===== config.mk =====
export PLATFORM = sky130hd
export DESIGN_NAME = flex_instance_split_search_flat
export DESIGN_NICKNAME = d
export VERILOG_FILES = /design/src/rtl/core/fiss_pkg.sv /design/src/rtl/core/fiss_if.sv /design/src/rtl/core/flex_instance_split_search.sv /design/src/flat_wrapper.sv
export SDC_FILE = /design/constraint.sdc
export NUM_CORES = 2
export LEC_CHECK = 0
export ABC_AREA = 1
export BUFFER_PORTS_ARGS = -buffer_cell sky130_fd_sc_hd__buf_2
export CORE_ASPECT_RATIO = 0.8
export CORE_UTILIZATION = 35
export DETAILED_ROUTE_END_ITERATION = 10
export GPL_TIMING_DRIVEN = 0
export RECOVER_POWER = 100
export SLEW_MARGIN = 20
export SYNTH_ARGS = -nofsm -noshare
export SYNTH_HDL_FRONTEND = slang
export SYNTH_SLANG_ARGS = --single-unit

===== constraint.sdc =====
create_clock -name i_clk -period 14.15 [get_ports i_clk]
set_input_delay 1.415 -clock i_clk [delete_from_list [all_inputs] [get_ports i_clk]]
set_output_delay 1.415 -clock i_clk [all_outputs]
set_load 0.05 [all_outputs]

===== src/rtl/core/fiss_pkg.sv =====
// Package for the flex instance split search block.
// Widths, fixed-point constants and the reciprocal used by the step decay.
// No dependencies.
`default_nettype none

package fiss_pkg;

    localparam int CNT_W   = 7;                 // instance counts
    localparam int AB_W    = 32;                // abilities, Q16.16
    localparam int X_W     = 31;                // flex ratio, 1.0 = 2^30
    localparam int Q_SH    = 30;                // ratio fraction bits
    localparam int THR_W   = 48;                // result throughput
    localparam int BASE_W  = CNT_W + AB_W;      // count * ability
    localparam int TP_W    = BASE_W + 1;        // base plus flex share
    localparam int REM_W   = CNT_W + AB_W + 1;  // divider remainder
    localparam int DEN_W   = AB_W + 1;          // mp + md
    localparam int LIM_W   = 10;
    localparam int STEP_W  = 27;
    localparam int PROD_W  = 2 * AB_W;
    localparam int DCNT_W  = $clog2(CNT_W);

    localparam logic [X_W-1:0]    ONE_Q30     = X_W'(1073741824);
    localparam logic [X_W-1:0]    HALF_Q30    = X_W'(536870912);
    localparam logic [STEP_W-1:0] FIRST_STEP  = STEP_W'(107374182);
    localparam logic [LIM_W-1:0]  LIMIT_RESET = LIM_W'(1000);

    // floor(s/100) == (s * RECIP_100) >> RECIP_SH for every s below 2^30
    localparam logic [AB_W-1:0]   RECIP_100   = AB_W'(171798692);
    localparam int                RECIP_SH    = 34;

    localparam int FISS_MAX_INST = 64;

endpackage

`default_nettype wire


===== src/rtl/core/fiss_if.sv =====
// Valid/ready channel interfaces for the flex instance split search block.
// Depends on fiss_pkg for field widths.
`default_nettype none

interface fiss_in_if;
    import fiss_pkg::*;

    logic              valid;
    logic              ready;
    logic [AB_W-1:0]   prefill_ability;
    logic [AB_W-1:0]   decode_ability;
    logic [AB_W-1:0]   cap_ability;
    logic [CNT_W-1:0]  total_instances;
    logic [CNT_W-1:0]  flex_instances;
    logic [X_W-1:0]    start_ratio;

    modport source (
        output valid, prefill_ability, decode_ability, cap_ability,
               total_instances, flex_instances, start_ratio,
        input  ready
    );
    modport sink (
        input  valid, prefill_ability, decode_ability, cap_ability,
               total_instances, flex_instances, start_ratio,
        output ready
    );
endinterface

interface fiss_out_if;
    import fiss_pkg::*;

    logic              valid;
    logic              ready;
    logic              status;
    logic [CNT_W-1:0]  prefill_count;
    logic [CNT_W-1:0]  decode_count;
    logic [X_W-1:0]    flex_ratio;
    logic [THR_W-1:0]  best_throughput;

    modport source (
        output valid, status, prefill_count, decode_count, flex_ratio,
               best_throughput,
        input  ready
    );
    modport sink (
        input  valid, status, prefill_count, decode_count, flex_ratio,
               best_throughput,
        output ready
    );
endinterface

`default_nettype wire


===== src/rtl/core/flex_instance_split_search.sv =====
// Flex instance split search: one item in, one result out, over one shared multiplier.
// Sequence: a product and a 7-step divide, then per candidate count (floor, then ceiling)
// a setup and R search rounds, R at most iteration_limit.
// Throughput: one item at a time; the multiplier is busy in every round cycle.
// Reset (i_rst_n low, synchronous): idle, no result pending, iteration_limit = 1000.
// Depends on fiss_pkg and fiss_if.
`default_nettype none

module flex_instance_split_search #(
    parameter int MAX_INSTANCES = fiss_pkg::FISS_MAX_INST
) (
    input  wire                        i_clk,
    input  wire                        i_rst_n,
    input  wire                        i_cfg_we,
    input  wire [fiss_pkg::LIM_W-1:0]  i_cfg_wdata,
    fiss_in_if.sink                    i_in,
    fiss_out_if.source                 o_out
);
    import fiss_pkg::*;

    typedef enum logic [11:0] {
        S_IDLE  = 12'b0000_0000_0001,
        S_NUM   = 12'b0000_0000_0010,
        S_DIV   = 12'b0000_0000_0100,
        S_CAND  = 12'b0000_0000_1000,
        S_BASEP = 12'b0000_0001_0000,
        S_BASED = 12'b0000_0010_0000,
        S_RA    = 12'b0000_0100_0000,
        S_RB    = 12'b0000_1000_0000,
        S_RC    = 12'b0001_0000_0000,
        S_FIN   = 12'b0010_0000_0000,
        S_PICK  = 12'b0100_0000_0000,
        S_OUT   = 12'b1000_0000_0000
    } t_state;

    t_state              r_state, n_state;
    logic [LIM_W-1:0]    r_limit, n_limit;
    logic [AB_W-1:0]     r_pa, n_pa, r_da, n_da, r_ta, n_ta, r_mp, n_mp, r_md, n_md;
    logic [CNT_W-1:0]    r_total, n_total, r_flex, n_flex;
    logic [X_W-1:0]      r_x0, n_x0;
    logic [PROD_W-1:0]   r_prod, n_prod;
    logic [REM_W-1:0]    r_rem, n_rem;
    logic [CNT_W-1:0]    r_lo, n_lo;
    logic [DCNT_W-1:0]   r_div_cnt, n_div_cnt;
    logic                r_first, n_first;
    logic                r_cand, n_cand;
    logic [CNT_W-1:0]    r_pc, n_pc, r_dc, n_dc;
    logic [X_W-1:0]      r_x, n_x;
    logic [STEP_W-1:0]   r_step, n_step;
    logic [LIM_W-1:0]    r_iter, n_iter;
    logic [TP_W-1:0]     r_tp, n_tp, r_thr, n_thr;
    logic [BASE_W-1:0]   r_basep, n_basep, r_based, n_based;
    logic [CNT_W-1:0]    r_bpc, n_bpc, r_bdc, n_bdc;
    logic [X_W-1:0]      r_bx, n_bx;
    logic [TP_W-1:0]     r_bthr, n_bthr;
    logic                r_o_status, n_o_status;
    logic [CNT_W-1:0]    r_o_pc, n_o_pc, r_o_dc, n_o_dc;
    logic [X_W-1:0]      r_o_x, n_o_x;
    logic [THR_W-1:0]    r_o_thr, n_o_thr;

    // shared multiplier
    logic [AB_W-1:0]     mul_a, mul_b;
    logic [PROD_W-1:0]   mul_p;

    // datapath helpers
    logic [AB_W-1:0]     in_mp, in_md;
    logic [DEN_W-1:0]    den;
    logic [REM_W-1:0]    rem_cur, trial;
    logic [CNT_W-1:0]    pc_cand, dc_cand;
    logic                over;
    logic [AB_W-1:0]     share, share_min;
    logic [TP_W-1:0]     td, thr_now;
    logic [STEP_W-1:0]   step_q;
    logic [X_W-1:0]      step_x, x_dn, x_up, x_fin;
    logic [X_W:0]        x_sum;
    logic [LIM_W:0]      iter_inc;

    assign mul_p = mul_a * mul_b;

    always_comb begin
        mul_a = '0;
        mul_b = '0;
        unique case (r_state)
            S_NUM: begin
                mul_a = AB_W'(r_total);
                mul_b = r_md;
            end
            S_CAND: begin
                mul_a = AB_W'(pc_cand);
                mul_b = r_mp;
            end
            S_BASEP: begin
                mul_a = AB_W'(r_dc);
                mul_b = r_md;
            end
            S_RA: begin
                mul_a = AB_W'(r_x);
                mul_b = r_pa;
            end
            S_RB: begin
                mul_a = AB_W'(ONE_Q30 - r_x);
                mul_b = r_da;
            end
            S_RC: begin
                mul_a = AB_W'(r_step);
                mul_b = RECIP_100;
            end
            default: begin
                mul_a = '0;
                mul_b = '0;
            end
        endcase
    end

    assign in_mp = (i_in.prefill_ability < i_in.cap_ability) ? i_in.prefill_ability
                                                              : i_in.cap_ability;
    assign in_md = (i_in.decode_ability < i_in.cap_ability) ? i_in.decode_ability
                                                             : i_in.cap_ability;

    // restoring divide, one quotient bit per cycle
    assign den     = {1'b0, r_mp} + {1'b0, r_md};
    assign rem_cur = r_first ? r_prod[REM_W-1:0] : r_rem;
    assign trial   = REM_W'(den) << r_div_cnt;

    // ceiling count is floor plus one when the division left a remainder
    assign pc_cand = r_cand ? CNT_W'(r_lo + CNT_W'(r_rem != '0)) : r_lo;
    assign over    = ({1'b0, pc_cand} + {1'b0, r_flex}) > {1'b0, r_total};
    assign dc_cand = r_total - pc_cand - r_flex;

    // flex share of the product in r_prod, capped at t
    assign share     = r_prod[Q_SH +: AB_W];
    assign share_min = (share < r_ta) ? share : r_ta;
    assign td        = TP_W'(r_based) + TP_W'(share_min);
    assign thr_now   = (r_tp < td) ? r_tp : td;

    assign step_q   = r_prod[RECIP_SH +: STEP_W];
    assign step_x   = X_W'(r_step);
    assign x_dn     = (r_x > step_x) ? r_x - step_x : '0;
    assign x_sum    = {1'b0, r_x} + {1'b0, step_x};
    assign x_up     = (x_sum > {1'b0, ONE_Q30}) ? ONE_Q30 : x_sum[X_W-1:0];
    assign iter_inc = {1'b0, r_iter} + 1'b1;

    always_comb begin
        x_fin = r_x;
        if ((r_pc == '0) && (r_x < HALF_Q30)) begin
            x_fin = HALF_Q30;
        end else if ((r_dc == '0) && (r_x > HALF_Q30)) begin
            x_fin = HALF_Q30;
        end
    end

    always_comb begin
        n_state    = r_state;
        n_limit    = i_cfg_we ? i_cfg_wdata : r_limit;
        n_pa       = r_pa;
        n_da       = r_da;
        n_ta       = r_ta;
        n_mp       = r_mp;
        n_md       = r_md;
        n_total    = r_total;
        n_flex     = r_flex;
        n_x0       = r_x0;
        n_prod     = r_prod;
        n_rem      = r_rem;
        n_lo       = r_lo;
        n_div_cnt  = r_div_cnt;
        n_first    = r_first;
        n_cand     = r_cand;
        n_pc       = r_pc;
        n_dc       = r_dc;
        n_x        = r_x;
        n_step     = r_step;
        n_iter     = r_iter;
        n_tp       = r_tp;
        n_thr      = r_thr;
        n_basep    = r_basep;
        n_based    = r_based;
        n_bpc      = r_bpc;
        n_bdc      = r_bdc;
        n_bx       = r_bx;
        n_bthr     = r_bthr;
        n_o_status = r_o_status;
        n_o_pc     = r_o_pc;
        n_o_dc     = r_o_dc;
        n_o_x      = r_o_x;
        n_o_thr    = r_o_thr;

        unique case (r_state)
            S_IDLE: begin
                if (i_in.valid) begin
                    n_pa    = i_in.prefill_ability;
                    n_da    = i_in.decode_ability;
                    n_ta    = i_in.cap_ability;
                    n_mp    = in_mp;
                    n_md    = in_md;
                    n_total = (int'(i_in.total_instances) > MAX_INSTANCES)
                              ? CNT_W'(MAX_INSTANCES) : i_in.total_instances;
                    n_flex  = (int'(i_in.flex_instances) > MAX_INSTANCES)
                              ? CNT_W'(MAX_INSTANCES) : i_in.flex_instances;
                    n_x0    = (i_in.start_ratio > ONE_Q30) ? ONE_Q30 : i_in.start_ratio;
                    if ((i_in.prefill_ability == '0) || (i_in.decode_ability == '0) ||
                        (i_in.cap_ability == '0)) begin
                        n_o_status = 1'b1;
                        n_o_pc     = '0;
                        n_o_dc     = '0;
                        n_o_x      = '0;
                        n_o_thr    = '0;
                        n_state    = S_OUT;
                    end else begin
                        n_state = S_NUM;
                    end
                end
            end
            S_NUM: begin
                n_prod    = mul_p;
                n_first   = 1'b1;
                n_lo      = '0;
                n_div_cnt = DCNT_W'(CNT_W - 1);
                n_state   = S_DIV;
            end
            S_DIV: begin
                n_first = 1'b0;
                if (rem_cur >= trial) begin
                    n_rem            = rem_cur - trial;
                    n_lo[r_div_cnt]  = 1'b1;
                end else begin
                    n_rem = rem_cur;
                end
                if (r_div_cnt == '0) begin
                    n_cand  = 1'b0;
                    n_state = S_CAND;
                end else begin
                    n_div_cnt = r_div_cnt - 1'b1;
                end
            end
            S_CAND: begin
                n_pc  = pc_cand;
                n_thr = '0;
                if (over) begin
                    // too many prefill instances: no search, no ratio adjustment
                    n_dc    = '0;
                    n_x     = '0;
                    n_state = S_PICK;
                end else begin
                    n_dc    = dc_cand;
                    n_x     = r_x0;
                    n_step  = FIRST_STEP;
                    n_iter  = '0;
                    n_prod  = mul_p;
                    n_state = S_BASEP;
                end
            end
            S_BASEP: begin
                n_basep = r_prod[BASE_W-1:0];
                n_prod  = mul_p;
                n_state = S_BASED;
            end
            S_BASED: begin
                n_based = r_prod[BASE_W-1:0];
                n_first = 1'b1;
                n_state = (r_limit == '0) ? S_FIN : S_RA;
            end
            S_RA: begin
                // apply the step decay computed in the previous round
                if (!r_first) begin
                    n_step = r_step - step_q;
                end
                n_first = 1'b0;
                n_prod  = mul_p;
                n_state = S_RB;
            end
            S_RB: begin
                n_tp    = TP_W'(r_basep) + TP_W'(share_min);
                n_prod  = mul_p;
                n_state = S_RC;
            end
            S_RC: begin
                n_thr  = thr_now;
                n_prod = mul_p;
                if (r_tp == td) begin
                    n_state = S_FIN;
                end else begin
                    n_x     = (r_tp > td) ? x_dn : x_up;
                    n_iter  = iter_inc[LIM_W-1:0];
                    n_state = (iter_inc == {1'b0, r_limit}) ? S_FIN : S_RA;
                end
            end
            S_FIN: begin
                n_x     = x_fin;
                n_state = S_PICK;
            end
            S_PICK: begin
                if (!r_cand) begin
                    n_bpc   = r_pc;
                    n_bdc   = r_dc;
                    n_bx    = r_x;
                    n_bthr  = r_thr;
                    n_cand  = 1'b1;
                    n_state = S_CAND;
                end else begin
                    n_o_status = 1'b0;
                    // floor count wins only on strictly larger throughput
                    if (r_bthr > r_thr) begin
                        n_o_pc  = r_bpc;
                        n_o_dc  = r_bdc;
                        n_o_x   = r_bx;
                        n_o_thr = THR_W'(r_bthr);
                    end else begin
                        n_o_pc  = r_pc;
                        n_o_dc  = r_dc;
                        n_o_x   = r_x;
                        n_o_thr = THR_W'(r_thr);
                    end
                    n_state = S_OUT;
                end
            end
            S_OUT: begin
                if (o_out.ready) begin
                    n_state = S_IDLE;
                end
            end
            default: begin
                n_state = S_IDLE;
            end
        endcase
    end

    always_ff @(posedge i_clk) begin
        if (!i_rst_n) begin
            r_state <= S_IDLE;
            r_limit <= LIMIT_RESET;
        end else begin
            r_state <= n_state;
            r_limit <= n_limit;
        end
    end

    always_ff @(posedge i_clk) begin
        r_pa       <= n_pa;
        r_da       <= n_da;
        r_ta       <= n_ta;
        r_mp       <= n_mp;
        r_md       <= n_md;
        r_total    <= n_total;
        r_flex     <= n_flex;
        r_x0       <= n_x0;
        r_prod     <= n_prod;
        r_rem      <= n_rem;
        r_lo       <= n_lo;
        r_div_cnt  <= n_div_cnt;
        r_first    <= n_first;
        r_cand     <= n_cand;
        r_pc       <= n_pc;
        r_dc       <= n_dc;
        r_x        <= n_x;
        r_step     <= n_step;
        r_iter     <= n_iter;
        r_tp       <= n_tp;
        r_thr      <= n_thr;
        r_basep    <= n_basep;
        r_based    <= n_based;
        r_bpc      <= n_bpc;
        r_bdc      <= n_bdc;
        r_bx       <= n_bx;
        r_bthr     <= n_bthr;
        r_o_status <= n_o_status;
        r_o_pc     <= n_o_pc;
        r_o_dc     <= n_o_dc;
        r_o_x      <= n_o_x;
        r_o_thr    <= n_o_thr;
    end

    assign i_in.ready            = (r_state == S_IDLE);
    assign o_out.valid           = (r_state == S_OUT);
    assign o_out.status          = r_o_status;
    assign o_out.prefill_count   = r_o_pc;
    assign o_out.decode_count    = r_o_dc;
    assign o_out.flex_ratio      = r_o_x;
    assign o_out.best_throughput = r_o_thr;

    // a pending result blocks new input
    a_no_overlap: assert property (@(posedge i_clk) disable iff (!i_rst_n)
        !(i_in.ready && o_out.valid))
        else $error("input ready while result pending");

    // zero ability results carry zero payload
    a_status_zero: assert property (@(posedge i_clk) disable iff (!i_rst_n)
        (o_out.valid && o_out.status) |->
            (o_out.prefill_count == '0 && o_out.decode_count == '0 &&
             o_out.flex_ratio == '0 && o_out.best_throughput == '0))
        else $error("status result with nonzero payload");

    // the search keeps the ratio within [0, 1.0]
    a_ratio_range: assert property (@(posedge i_clk) disable iff (!i_rst_n)
        (r_state == S_RA) |-> (r_x <= ONE_Q30))
        else $error("flex ratio above one during search");

    // a round ends either by balance, by the limit, or moves on to the next round
    a_round_exit: assert property (@(posedge i_clk) disable iff (!i_rst_n)
        (r_state == S_RC) |=> (r_state == S_RA || r_state == S_FIN))
        else $error("search round left to an unexpected state");

endmodule

`default_nettype wire


===== src/flat_wrapper.sv =====
// flat-port wrapper written by rule: the top's interface ports become plain ports
module flex_instance_split_search_flat import fiss_pkg::*;
#(
    parameter int MAX_INSTANCES = fiss_pkg::FISS_MAX_INST
)
  (i_clk, i_rst_n, i_cfg_we, i_cfg_wdata, i_in_valid, i_in_prefill_ability, i_in_decode_ability, i_in_cap_ability, i_in_total_instances, i_in_flex_instances, i_in_start_ratio, i_in_ready, o_out_valid, o_out_status, o_out_prefill_count, o_out_decode_count, o_out_flex_ratio, o_out_best_throughput, o_out_ready);
  fiss_in_if i_in_i ();
  fiss_out_if o_out_i ();
  input  wire i_clk;
  input  wire i_rst_n;
  input  wire i_cfg_we;
  input  wire [fiss_pkg::LIM_W-1:0] i_cfg_wdata;
  input wire logic [$bits(i_in_i.valid)-1:0] i_in_valid;
  input wire logic [$bits(i_in_i.prefill_ability)-1:0] i_in_prefill_ability;
  input wire logic [$bits(i_in_i.decode_ability)-1:0] i_in_decode_ability;
  input wire logic [$bits(i_in_i.cap_ability)-1:0] i_in_cap_ability;
  input wire logic [$bits(i_in_i.total_instances)-1:0] i_in_total_instances;
  input wire logic [$bits(i_in_i.flex_instances)-1:0] i_in_flex_instances;
  input wire logic [$bits(i_in_i.start_ratio)-1:0] i_in_start_ratio;
  output wire logic [$bits(i_in_i.ready)-1:0] i_in_ready;
  output wire logic [$bits(o_out_i.valid)-1:0] o_out_valid;
  output wire logic [$bits(o_out_i.status)-1:0] o_out_status;
  output wire logic [$bits(o_out_i.prefill_count)-1:0] o_out_prefill_count;
  output wire logic [$bits(o_out_i.decode_count)-1:0] o_out_decode_count;
  output wire logic [$bits(o_out_i.flex_ratio)-1:0] o_out_flex_ratio;
  output wire logic [$bits(o_out_i.best_throughput)-1:0] o_out_best_throughput;
  input wire logic [$bits(o_out_i.ready)-1:0] o_out_ready;
  assign i_in_i.valid = i_in_valid;
  assign i_in_i.prefill_ability = i_in_prefill_ability;
  assign i_in_i.decode_ability = i_in_decode_ability;
  assign i_in_i.cap_ability = i_in_cap_ability;
  assign i_in_i.total_instances = i_in_total_instances;
  assign i_in_i.flex_instances = i_in_flex_instances;
  assign i_in_i.start_ratio = i_in_start_ratio;
  assign i_in_ready = i_in_i.ready;
  assign o_out_valid = o_out_i.valid;
  assign o_out_status = o_out_i.status;
  assign o_out_prefill_count = o_out_i.prefill_count;
  assign o_out_decode_count = o_out_i.decode_count;
  assign o_out_flex_ratio = o_out_i.flex_ratio;
  assign o_out_best_throughput = o_out_i.best_throughput;
  assign o_out_i.ready = o_out_ready;
  flex_instance_split_search #(.MAX_INSTANCES(MAX_INSTANCES)) u_core (.i_clk(i_clk), .i_rst_n(i_rst_n), .i_cfg_we(i_cfg_we), .i_cfg_wdata(i_cfg_wdata), .i_in(i_in_i), .o_out(o_out_i));
endmodule

==> results by group <==
Synth
  – Post-Synth Simple-Gate Area: 20.0%
  – Synth async-reset ratio: 0%
  – Average cell area after synthesis: roughly 8 um^2
  – Synth Warn #: 0
  – Post-synthesis register bit count: 752
  – Main combinational cell family by area after synthesis: adder cells
  – Number of distinct library cells after synthesis: 68
  – Xor and xnor fraction of the mapped netlist area: 2.44%
  – Mapped Area: 0.0854 mm^2
  – Post-synth top area cell: sky130_fd_sc_hd__edfxtp_1
  – Adder-cell area share of the yosys netlist: 31.1%
  – Fraction of synthesized cell area taken by the top area cell type: 25.7%
  – Portion of netlist area occupied by mux cells: 0.105%
  – Area contributors post-synth: sky130_fd_sc_hd__edfxtp_1 26%, sky130_fd_sc_hd__fa_1 21%, sky130_fd_sc_hd__nand2_1 11%
  – Predominant post-synthesis flop cell: sky130_fd_sc_hd__edfxtp_1
  – Gate Count Post-Synth: 10500
  – Number of enable flip-flop cells after synthesis: 730
  – Post-synthesis sequential area ratio: roughly a quarter
  – Compound-gate portion of the synthesized area: 9.12%

Final layout
  – Core utilization of the finished layout: just under 40%
  – Layout net count: 12600
  – Area of the multi-input gates: 0.0537 mm^2
  – Final standard cell area without fillers: 0.0934 mm^2
  – Number of filler cells placed in the layout: 25400
  – Fin cells: 14100
  – Most common cell after layout, fill and taps aside: sky130_fd_sc_hd__nand2_1
  – Layout cell share with drive strength beyond 1: 5.01%
  – FF+latch area: 0.0224 mm^2
  – Syn-to-layout area delta: 9.31%
  – Commonest non-fill, non-tap cells in the layout: 2457 x sky130_fd_sc_hd__nand2_1, 2019 x sky130_fd_sc_hd__inv_1, 945 x sky130_fd_sc_hd__nor2_1

Min path
  – Worst Hold Launch: u_core.r_x[29]$_DFFE_PP_
  – Number of instances on the worst hold path: 0
  – Type of the worst min-delay path: reg -> reg

Worst setup path
  – Slowest stage cell on the critical path: sky130_fd_sc_hd__clkbuf_1
  – Beginning of the critical path: u_core.r_state[7]$_SDFFE_PN0P_
  – Critical Path Fanout Max: 10
  – Beginning of the worst register-to-register path: u_core.r_state[7]$_SDFFE_PN0P_
  – Worst-case reg-to-reg path depth: 33
  – Data arrival at the endpoint of the critical path: 13520 ps
  – Most Frequent Cell on Critical Path: sky130_fd_sc_hd__fa_1
  – Worst path depth: 33
  – Largest incremental delay on the critical path: between 1500 and 2000 ps
  – Delay-heaviest family, CP: adder cells
  – Kind of start point of the critical path: flop
  – Buffering stage count on the worst path with inverters included: 8
  – Crit Path Category: reg -> reg
  – CP Capture Type: flop
  – Required time at the endpoint of the critical path: 14630 ps

Clock network
  – Number of clock buffers inserted by TritonCTS: 84
  – TritonCTS clock tree: yes
  – Setup fix buffers added after clock tree synthesis: 0
  – Clock-pin slew reported for the worst setup and hold paths after clock tree synthesis: 60 ps
  – CTS Hold Bufs: 0
  – Master cell of the clock root buffer: sky130_fd_sc_hd__clkbuf_16
  – Number of gates resized after cts: 0
  – Number of clock sinks seen by CTS: about 750
  – Max Root-Sink Buffers: 3
  – Clock insertion delay at the later pin of the skew report: 750 ps
  – CTS H-Tree Depth: 3

STA
  – Worst max-slew margin expressed relative to the limit: -168%
  – Setup Total Neg Slack: 0 ps
  – Final setup violation count: 0
  – Final WS setup: 1110 ps
  – Timing-limited maximum frequency: between 70 and 80 MHz
  – Number of max-slew violations in the final report: 379
  – Final Hold Viols: 0
  – Worst-Margin Slew: approximately 4000 ps
  – Setup repair after global routing missed its margin: no
  – Worst-case clock skew: 76.6 ps
  – Final critical-path share of the clock period: 92.2%
  – Post-layout min period: 13050 ps

Floorplan
  – Width of the die: 554 um
  – Die Outline Area: around 0.25 mm^2
  – Area of the core: 0.242 mm^2
  – Boundary pin count: around 250
  – Effective utilization at floorplan: 35.3%
  – Vertical die dimension: roughly 440 um
  – Number of core rows: 161

Place
  – Placed instance count: 13900
  – Routability cong.: 1.10
  – Number of port buffers: 242
  – HPWL after detailed placement: 319 mm
  – Worst-case setup slack after placement: 2560 ps
  – Total cell area at the placement stage: around 0.091 mm^2

Global route
  – Vias in the first global route: 72400
  – Pin count of the biggest net entering global routing: just under 70
  – First-pass GRT wire length: 533 mm
  – All-layer global routing usage: 30.6%
  – Number of antenna violations at the first check in global routing: 31
  – GRT overflow: 0

Power and ir drop
  – Power density over cell area: between 100 and 150 mW/mm^2
  – Maximum vdd drop: about 0.11 mV
  – Standby leakage power: ~44 nW

Route
  – Number of detailed-routing iterations run before antenna repair: 8
  – Routed wire length: 382 mm
  – Via count normalized by instance count: 5.41
  – Initial drt markers: 9501
  – Average wire length per cell after detail routing: 27.1 um
  – Number of remaining DRC errors: 0
  – ANT nets after route: 0
  – DR vias: 76200

Status
  – Outcome: finished, violations left
  – Violated checks: max-capacitance violations, max-slew violations

Job
  – Max_cap viols: 20
## state kept, by name, summed over array words and instances, names as in the netlist, 12 cells and up
register                      count
u_core.r_prod                    62
u_core.r_x0                      31
u_core.r_da                      32
u_core.r_pa                      32
u_core.r_x                       31
u_core.r_based                   39
u_core.r_mp                      32
u_core.r_bx                      31
u_core.r_step                    27
u_core.o_out.best_throughput     40
u_core.r_basep                   39
u_core.r_md                      32
u_core.r_bthr                    40
u_core.r_tp                      40
u_core.r_ta                      32
u_core.r_state                   12
u_core.o_out.flex_ratio          31
u_core.r_thr                     40
u_core.r_rem                     40
## metal layers
metal | up-vias | share of wire [%] | track usage [%] | routed length [um]
met5 | - | 0.24 | 1.25 | 901
met4 | 34 | 4.6 | 11.6 | 17400
met3 | 672 | 16 | 14.3 | 60800
met2 | 4541 | 37 | 40.2 | 142000
met1 | 37100 | 42 | 42.6 | 161000
li1 | 33900 | - | - | -
## worst register-to-register path, delay by kind of cell (launching register included)
kind,cells,cell delay [ps]
AOI/OAI and AO/OA,6,1500
xor gates and xnor gates,1,140
and+or+nand+nor,9,2860
adders and majority gates,9,4310
DFF,1,410
buffers and inverters,8,3610
## worst paths after layout
path	slack, ps	end
min	450	u_core.r_bx[29]$_DFFE_PP_
max reg2reg	1110	u_core.r_prod[41]$_DFFE_PP_
max	1110	u_core.r_prod[41]$_DFFE_PP_
min reg2reg	450	u_core.r_bx[29]$_DFFE_PP_
## Yosys cell counts (12+ instances only)
master,instances
sky130_fd_sc_hd__a211oi_1,12
sky130_fd_sc_hd__nand2_1,2451
sky130_fd_sc_hd__o21ai_0,419
sky130_fd_sc_hd__buf_6,14
sky130_fd_sc_hd__buf_4,34
sky130_fd_sc_hd__o21bai_1,43
sky130_fd_sc_hd__o221ai_1,15
sky130_fd_sc_hd__or2_2,23
sky130_fd_sc_hd__nor4_1,74
sky130_fd_sc_hd__xor2_1,155
sky130_fd_sc_hd__nand3_2,14
sky130_fd_sc_hd__clkbuf_1,104
sky130_fd_sc_hd__nand3_1,396
sky130_fd_sc_hd__a22o_1,31
sky130_fd_sc_hd__a221oi_1,16
sky130_fd_sc_hd__a21oi_1,523
sky130_fd_sc_hd__buf_1,15
sky130_fd_sc_hd__nor2_2,21
sky130_fd_sc_hd__a21o_1,42
sky130_fd_sc_hd__buf_2,177
sky130_fd_sc_hd__fa_1,909
sky130_fd_sc_hd__a31oi_1,55
sky130_fd_sc_hd__dfxtp_1,22
sky130_fd_sc_hd__nand2_2,13
sky130_fd_sc_hd__o22ai_1,31
sky130_fd_sc_hd__xnor2_1,81
sky130_fd_sc_hd__ha_1,669
sky130_fd_sc_hd__inv_2,38
sky130_fd_sc_hd__inv_1,2015
sky130_fd_sc_hd__edfxtp_1,730
sky130_fd_sc_hd__nor3_1,71
sky130_fd_sc_hd__nand4_1,110
sky130_fd_sc_hd__o21a_1,31
sky130_fd_sc_hd__o211ai_1,14
sky130_fd_sc_hd__a21boi_0,13
sky130_fd_sc_hd__o21ai_1,15
sky130_fd_sc_hd__nor2_1,941
## power by group
group | total [W] | switching (W) | internal [W]
clock | 0.00224 | 0.00103 | 0.00121
sequential | 0.00332 | 0.000280 | 0.00304
combinational | 0.00525 | 0.00387 | 0.00138
total | 0.0108 | 0.00518 | 0.00562
## stage by stage
| stage | power [W] | hold slack (ps) |
|---|---|---|
| final | 0.0108 | 446 |
| after global routing | 0.0114 | 463 |
| after CTS | 0.0108 | 446 |
| after detailed placement | 0.00854 | 432 |
| after global placement | 0.00855 | 425 |
| after floorplan | 0.00667 | 421 |
## final cells by class
type / count / share of cell area (%)
plain buffers: 344 / 1.82
well taps: 3178 / 4.26
multi-input cells: 7307 / 57.5
clock inverters: 52 / 0.553
repair buffers: 274 / 1.24
diodes: 22 / 0.0590
clock buffers: 101 / 2.36
inverters: 2058 / 8.27
flip-flops and latches: 752 / 23.9
## logic make-up after synthesis
kind of cell | after synthesis
multiplexers | 9
flip-flops | 752
AO/OA/AOI/OAI | 1320
other | 1
adder cells (fa/ha/maj) | 1578
XOR/XNOR | 237
buffers and inverters | 2402
AND/OR/NAND/NOR | 4155
Note: power is estimated with default switching activity, not from simulation.
